===== src/hw/rtl/ipd_frame_deframer_defines.svh =====
// Assertion macros shared by the deframer RTL.
// Depends on nothing; included by files that carry concurrent assertions.
`ifndef IPD_FRAME_DEFRAMER_DEFINES_SVH
`define IPD_FRAME_DEFRAMER_DEFINES_SVH
`ifndef NO_ASSERTIONS
`define IPDFD_ASSERT_SAME(label, clk, rst_n, ante, cons) \
    label: assert property (@(posedge clk) disable iff (!rst_n) (ante) |-> (cons)) \
        else $error("deframer check failed in the same cycle");
`define IPDFD_ASSERT_NEXT(label, clk, rst_n, ante, cons) \
    label: assert property (@(posedge clk) disable iff (!rst_n) (ante) |=> (cons)) \
        else $error("deframer check failed in the next cycle");
`else
`define IPDFD_ASSERT_SAME(label, clk, rst_n, ante, cons)
`define IPDFD_ASSERT_NEXT(label, clk, rst_n, ante, cons)
`endif
`endif


===== src/hw/rtl/ipdfd_pkg.sv =====
// Types and constants of the frame deframer.
// Depends on nothing; used by ipdfd_parser and ipd_frame_deframer.
package ipdfd_pkg;

    localparam int unsigned LEN_BITS_DEF = 16;

    localparam logic [7:0] CH_PLUS  = 8'h2B;
    localparam logic [7:0] CH_I     = 8'h49;
    localparam logic [7:0] CH_P     = 8'h50;
    localparam logic [7:0] CH_D     = 8'h44;
    localparam logic [7:0] CH_COMMA = 8'h2C;
    localparam logic [7:0] CH_COLON = 8'h3A;
    localparam logic [7:0] CH_CR    = 8'h0D;
    localparam logic [7:0] CH_ZERO  = 8'h30;
    localparam logic [7:0] CH_NINE  = 8'h39;

    typedef enum logic [3:0] {
        PH_PLUS  = 4'd0,
        PH_I     = 4'd1,
        PH_P     = 4'd2,
        PH_D     = 4'd3,
        PH_COMMA = 4'd4,
        PH_LEN   = 4'd5,
        PH_DATA  = 4'd6,
        PH_CR    = 4'd7,
        PH_TAIL  = 4'd8
    } t_phase;

    typedef struct packed {
        logic emit;
        logic last;
    } t_parse_res;

endpackage


===== src/hw/rtl/ipd_frame_deframer.sv =====
// The deframer takes one received byte per transaction on the slave side and
// passes on the payload of every "+IPD,<length>:" frame on the master side, with
// tlast on the final payload byte. It sustains one byte per clock cycle while the
// master side accepts: each byte is held in an input register, parsed by the header
// state machine and written to an output register, from which a payload byte is
// offered on the master side. A payload byte that cannot move into a full output
// register holds the input register and stalls the slave side.
// Header, trailer and stray bytes produce no transaction.
// Top level; depends on ipdfd_pkg, ipdfd_parser and the assertion header.
`include "ipd_frame_deframer_defines.svh"

module ipd_frame_deframer #(
    parameter int unsigned LEN_BITS = ipdfd_pkg::LEN_BITS_DEF
) (
    input  logic       i_clk,
    input  logic       i_rst_n,
    input  logic       i_s_tvalid,
    output logic       o_s_tready,
    input  logic [7:0] i_s_tdata,   // [7:0] rx_byte
    output logic       o_m_tvalid,
    input  logic       i_m_tready,
    output logic [7:0] o_m_tdata,   // [7:0] payload_byte
    output logic       o_m_tlast
);

    logic                  r_in_valid;
    logic [7:0]            r_in_byte;
    logic                  r_out_valid;
    logic [7:0]            r_out_byte;
    logic                  r_out_last;
    logic                  w_adv;
    ipdfd_pkg::t_parse_res w_res;

    ipdfd_parser #(
        .LEN_BITS (LEN_BITS)
    ) u_parser (
        .i_clk   (i_clk),
        .i_rst_n (i_rst_n),
        .i_step  (w_adv),
        .i_byte  (r_in_byte),
        .o_res   (w_res)
    );

    assign w_adv      = r_in_valid && (!w_res.emit || !r_out_valid || i_m_tready);
    assign o_s_tready = !r_in_valid || w_adv;
    assign o_m_tvalid = r_out_valid;
    assign o_m_tdata  = r_out_byte;
    assign o_m_tlast  = r_out_last;

    always_ff @(posedge i_clk) begin
        if (!i_rst_n) begin
            r_in_valid <= 1'b0;
        end else if (i_s_tvalid && o_s_tready) begin
            r_in_valid <= 1'b1;
        end else if (w_adv) begin
            r_in_valid <= 1'b0;
        end
    end

    always_ff @(posedge i_clk) begin
        if (i_s_tvalid && o_s_tready) begin
            r_in_byte <= i_s_tdata;
        end
    end

    always_ff @(posedge i_clk) begin
        if (!i_rst_n) begin
            r_out_valid <= 1'b0;
        end else if (w_adv && w_res.emit) begin
            r_out_valid <= 1'b1;
        end else if (i_m_tready) begin
            r_out_valid <= 1'b0;
        end
    end

    always_ff @(posedge i_clk) begin
        if (w_adv && w_res.emit) begin
            r_out_byte <= r_in_byte;
            r_out_last <= w_res.last;
        end
    end

    `IPDFD_ASSERT_SAME(a_stall_only_when_full, i_clk, i_rst_n, !o_s_tready, r_in_valid)
    `IPDFD_ASSERT_SAME(a_free_output_advances, i_clk, i_rst_n,
                       r_in_valid && !r_out_valid, w_adv)
    `IPDFD_ASSERT_NEXT(a_emit_fills_output, i_clk, i_rst_n, w_adv && w_res.emit, r_out_valid)

endmodule


===== src/hw/rtl/ipdfd_parser.sv =====
// Header parser state machine and length counter of the frame deframer.
// Depends on ipdfd_pkg; instantiated by ipd_frame_deframer.
module ipdfd_parser #(
    parameter int unsigned LEN_BITS = ipdfd_pkg::LEN_BITS_DEF
) (
    input  logic                  i_clk,
    input  logic                  i_rst_n,
    input  logic                  i_step,
    input  logic [7:0]            i_byte,
    output ipdfd_pkg::t_parse_res o_res
);

    localparam int unsigned ACC_BITS = LEN_BITS + 4;

    ipdfd_pkg::t_phase r_phase;
    ipdfd_pkg::t_phase n_phase;
    logic [LEN_BITS-1:0] r_len;
    logic [LEN_BITS-1:0] n_len;
    logic [3:0]          w_digit;
    logic [ACC_BITS-1:0] w_acc;
    logic                w_is_digit;
    logic                w_last;

    assign w_is_digit = i_byte inside {[ipdfd_pkg::CH_ZERO:ipdfd_pkg::CH_NINE]};
    assign w_digit    = 4'(i_byte - ipdfd_pkg::CH_ZERO);
    assign w_acc      = ({4'b0000, r_len} << 3) + ({4'b0000, r_len} << 1)
                      + {{LEN_BITS{1'b0}}, w_digit};
    assign w_last     = (r_len <= LEN_BITS'(1));

    always_comb begin
        n_phase = ipdfd_pkg::PH_PLUS;
        case (r_phase)
            ipdfd_pkg::PH_PLUS: begin
                if (i_byte == ipdfd_pkg::CH_PLUS) n_phase = ipdfd_pkg::PH_I;
            end
            ipdfd_pkg::PH_I: begin
                if (i_byte == ipdfd_pkg::CH_I) n_phase = ipdfd_pkg::PH_P;
            end
            ipdfd_pkg::PH_P: begin
                if (i_byte == ipdfd_pkg::CH_P) n_phase = ipdfd_pkg::PH_D;
            end
            ipdfd_pkg::PH_D: begin
                if (i_byte == ipdfd_pkg::CH_D) n_phase = ipdfd_pkg::PH_COMMA;
            end
            ipdfd_pkg::PH_COMMA: begin
                if (i_byte == ipdfd_pkg::CH_COMMA) n_phase = ipdfd_pkg::PH_LEN;
            end
            ipdfd_pkg::PH_LEN: begin
                if (w_is_digit) begin
                    n_phase = ipdfd_pkg::PH_LEN;
                end else if (i_byte == ipdfd_pkg::CH_COLON) begin
                    n_phase = ipdfd_pkg::PH_DATA;
                end
            end
            ipdfd_pkg::PH_DATA: begin
                n_phase = w_last ? ipdfd_pkg::PH_CR : ipdfd_pkg::PH_DATA;
            end
            ipdfd_pkg::PH_CR: begin
                if (i_byte == ipdfd_pkg::CH_CR) n_phase = ipdfd_pkg::PH_TAIL;
            end
            default: begin
                n_phase = ipdfd_pkg::PH_PLUS;
            end
        endcase
    end

    always_comb begin
        o_res.emit = 1'b0;
        o_res.last = 1'b0;
        n_len      = r_len;
        case (r_phase)
            ipdfd_pkg::PH_COMMA: begin
                if (i_byte == ipdfd_pkg::CH_COMMA) n_len = '0;
            end
            ipdfd_pkg::PH_LEN: begin
                if (w_is_digit) begin
                    n_len = (|w_acc[ACC_BITS-1:LEN_BITS]) ? {LEN_BITS{1'b1}}
                                                           : w_acc[LEN_BITS-1:0];
                end else if (i_byte != ipdfd_pkg::CH_COLON) begin
                    n_len = '0;
                end
            end
            ipdfd_pkg::PH_DATA: begin
                o_res.emit = 1'b1;
                o_res.last = w_last;
                n_len      = w_last ? '0 : r_len - LEN_BITS'(1);
            end
            default: begin
                n_len = r_len;
            end
        endcase
    end

    always_ff @(posedge i_clk) begin
        if (!i_rst_n) begin
            r_phase <= ipdfd_pkg::PH_PLUS;
            r_len   <= '0;
        end else if (i_step) begin
            r_phase <= n_phase;
            r_len   <= n_len;
        end
    end

endmodule

===== config.mk =====
export PLATFORM = sky130hd
export DESIGN_NAME = ipd_frame_deframer
export DESIGN_NICKNAME = d
export VERILOG_FILES = /design/src/hw/rtl/ipdfd_pkg.sv /design/src/hw/rtl/ipd_frame_deframer.sv /design/src/hw/rtl/ipdfd_parser.sv
export VERILOG_INCLUDE_DIRS = /design/src /design/src/hw/rtl
export SDC_FILE = /design/constraint.sdc
export NUM_CORES = 1
export LEC_CHECK = 0
export ABC_AREA = 1
export BUFFER_PORTS_ARGS = -buffer_cell sky130_fd_sc_hd__buf_2
export CORE_MARGIN = 8
export CORE_UTILIZATION = 62
export CTS_BUF_LIST = sky130_fd_sc_hd__clkbuf_8 sky130_fd_sc_hd__clkbuf_16
export CTS_CLUSTER_DIAMETER = 200
export DETAILED_ROUTE_END_ITERATION = 6
export PLACE_DENSITY = 0.81
export SETUP_SLACK_MARGIN = 0.15
export SYNTH_ARGS = -nofsm -noshare
export SYNTH_HDL_FRONTEND = slang
export SYNTH_SLANG_ARGS = --single-unit
export TNS_END_PERCENT = 1

===== constraint.sdc =====
create_clock -name i_clk -period 3.8 [get_ports i_clk]
set_input_delay 0.57 -clock i_clk [delete_from_list [all_inputs] [get_ports i_clk]]
set_output_delay 0.57 -clock i_clk [all_outputs]
set_load 0.05 [all_outputs]

==> results.json <==
{
  "status": "completed",
  "seq_area_frac_synth": 0.260,
  "ys_async_sr_fraction": 0,
  "hold_buffers": 0,
  "first_pass_iters": 6,
  "layout_setup_ws_ns": 0.599,
  "cts_made_buffers": 5,
  "cp_max_fo": 16,
  "ys.flop_type": "dfxtp_1",
  "drc": 0,
  "ant_nets": 0,
  "synth_top_cell_by_area": "nand2_1",
  "crit_path_end_kind": "flip-flop",
  "arrival_ns": 3.35,
  "syn_avg_cell_area_sq_um": 6.89,
  "drive_gt1_frac": 0.161,
  "worst_ir_drop_vdd_mv": 0.295,
  "switching_share": 0.224,
  "via_count": 3345,
  "max_freq_mhz": 312,
  "setup_viol": 0,
  "antenna_found_initial": 0,
  "critPathBufInv": 2,
  "drv_cap": 0,
  "yosys.cell_count.top_type": "nand2_1",
  "cts_max_path_buffers": 2,
  "synth_nets": 578,
  "via_per_inst": 5.33,
  "initial_core_util": 0.630,
  "finalClockSkew_ns": 0.00570,
  "startpoint_type": "flip-flop",
  "synth_top_area_share": 0.194,
  "cp_data_required_time_ns": 3.95,
  "ys_ff_latch": 39,
  "path_cells": "inv_1 > fa_1 > fa_1 > inv_1 > nand2_1 > nand2_1 > nand3_1 > nand2_2 > nand2_1 > nand3_1 > nand2_2 > nor2_4 > nand3_1 > nand2_1 > nand2_1 > nand2_1 > a21oi_1",
  "synth_area_leaders": "nand2_1 (19%), edfxtp_1 (14%), dfxtp_1 (12%)",
  "antenna_cells": 0,
  "insertion_delay_ns": 0.30,
  "cts_root_buf": "clkbuf_8",
  "io_buffer_count": 22,
  "area_growth_pct": 6.73,
  "syn_area_sq_um": 3660,
  "drt_wl_total_mm": 8.34,
  "dpl.hpwl_mm": 6.57,
  "power.density_nw_per_um2": 217,
  "syn_inst": 531,
  "dp_cells": 620,
  "pre_cts_slack_ns": 0.649,
  "finish.instance_area_sq_um": 3910,
  "rsz0062_at_grt": "no",
  "drt_iter0_drc": 187,
  "yosysWarnings": 0,
  "comb_power_share": 0.045,
  "grt_overflow": 0,
  "worstSetupPathType": "reg2reg",
  "drt-wirelength-per-cell_um": 13.3,
  "drv_slew": 0,
  "switching_power_uw": 190,
  "cts_resized": 0,
  "dieArea_sq_um": 8620,
  "clock_power_share": 0.419,
  "nFillCells": 520,
  "layout.cells.non_filler": 628,
  "p_leak_uw": 0.00209,
  "cp_common_cell": "nand2_1",
  "clk_pin_slew_worst_paths_ns": 0.08,
  "min_path_type": "in2reg",
  "numClockSinks": 39,
  "fin_total_pwr_uw": 847,
  "grt_pass1_wl_mm": 14.1,
  "place_congestion": 0.952,
  "grt_max_degree": 23,
  "post_cts_buffers": 0,
  "track_usage": 0.198,
  "crit_slowest_cell": "fa_1",
  "post-route-min-period_ns": 3.20,
  "fin_crit_sh": 0.842,
  "dieHeight_um": 92.8,
  "placed_area_sq_um": 3790,
  "rows": 28,
  "synth_edf_count": 17,
  "nNetsFinal": 599,
  "htree_levels": 2,
  "die_w_um": 92.8,
  "grt_pass1_vias": 3186,
  "finalSetupTns_ns": 0,
  "cts_tree": "yes",
  "critical-path-top-delay-family": "simple AND/OR/NAND/NOR gates",
  "synth_top_cells_by_count": "nand2_1 (189), inv_1 (67), nor2_1 (35)",
  "internal_power_uw": 657,
  "core-area_sq_um": 5820,
  "io_pins": 23,
  "slew_headroom": 0.410,
  "worst_slew_pin_slew_ns": 0.883,
  "hold_viol_final": 0,
  "cpPeakStageDelay_ns": 0.54,
  "seq_power_share": 0.536,
  "synth.distinct_cells": 38
}
[layout by cell type, fill, tap and decap left out, drive strengths merged, types with 2 or more instances in the layout]
cell / count
a21oi: 36
nor3: 8
buf: 22
ha: 33
inv: 75
xnor2: 12
or2: 2
nand4: 8
nand2: 199
clkbuf: 5
fa: 2
dfxtp: 22
xor2: 6
nand3: 43
nand3b: 3
edfxtp: 17
nor2: 44
o31ai: 2
nor4: 2
o21ai: 4
[registers in the layout, indices dropped and copies added (netlist names)]
name / cells
o_m_tdata: 8
r_in_byte: 8
u_parser.r_len: 16
o_m_tlast: 1
u_parser.r_phase: 4
o_m_tvalid: 1
r_in_valid: 1
[power groups by stage]
stage                     logic, uW  clock network (uW)  registers [uW]
after CTS                      37.7                 360             454
after global routing           43.1                 376             455
after global placement         37.4                   0             463
after detailed placement       37.4                   0             463
after floorplan                25.7                   0             461
final                          38.1                 355             454
[cells by family (layout without fill, tap and decap cells)]
kind of cell	Yosys count	after routing	synth area share
DFF	39	39	0.260
xor gates and xnor gates	18	18	0.0431
buffers and inverters	82	104	0.0967
adders and majority gates	35	35	0.124
and+or+nand+nor	311	311	0.395
AOI/OAI and AO/OA	46	46	0.0817
[final cells by class]
type                       instances  area [sq um]  area share
multi-input combinational        410          2360       0.603
clock buffer                       5          68.8      0.0176
tap                               75          93.8      0.0240
sequential                        39           951       0.243
inverter                          74           280      0.0717
clock inverter                     3          47.5      0.0122
timing repair buffer              22           110      0.0282
[layer usage]
layer  track usage  part of all wire
met4        0.0738             0.026
met3        0.0340             0.038
met2         0.326              0.46
met5             0                 0
met1         0.251              0.48
[worst paths after layout]
path                            start  cells after the start                   to  slack, ns
setup / recovery         r_in_byte[3]                     17    u_parser.r_len[3]       0.60
hold reg to reg   u_parser.r_phase[2]                      2  u_parser.r_phase[2]       0.49
setup reg to reg         r_in_byte[3]                     17    u_parser.r_len[3]       0.60
hold / removal           i_s_tdata[7]                      1         r_in_byte[7]       0.44
[metrics by stage]
| step | hold WS [ns] | util |
|---|---|---|
| after floorplan | 0.451 | - |
| after global placement | 0.460 | 0.652 |
| after detailed placement | 0.472 | 0.652 |
| after CTS | 0.436 | 0.672 |
| after global routing | 0.435 | 0.672 |
| final | 0.442 | 0.672 |
Power figures use the tool's default switching activity.
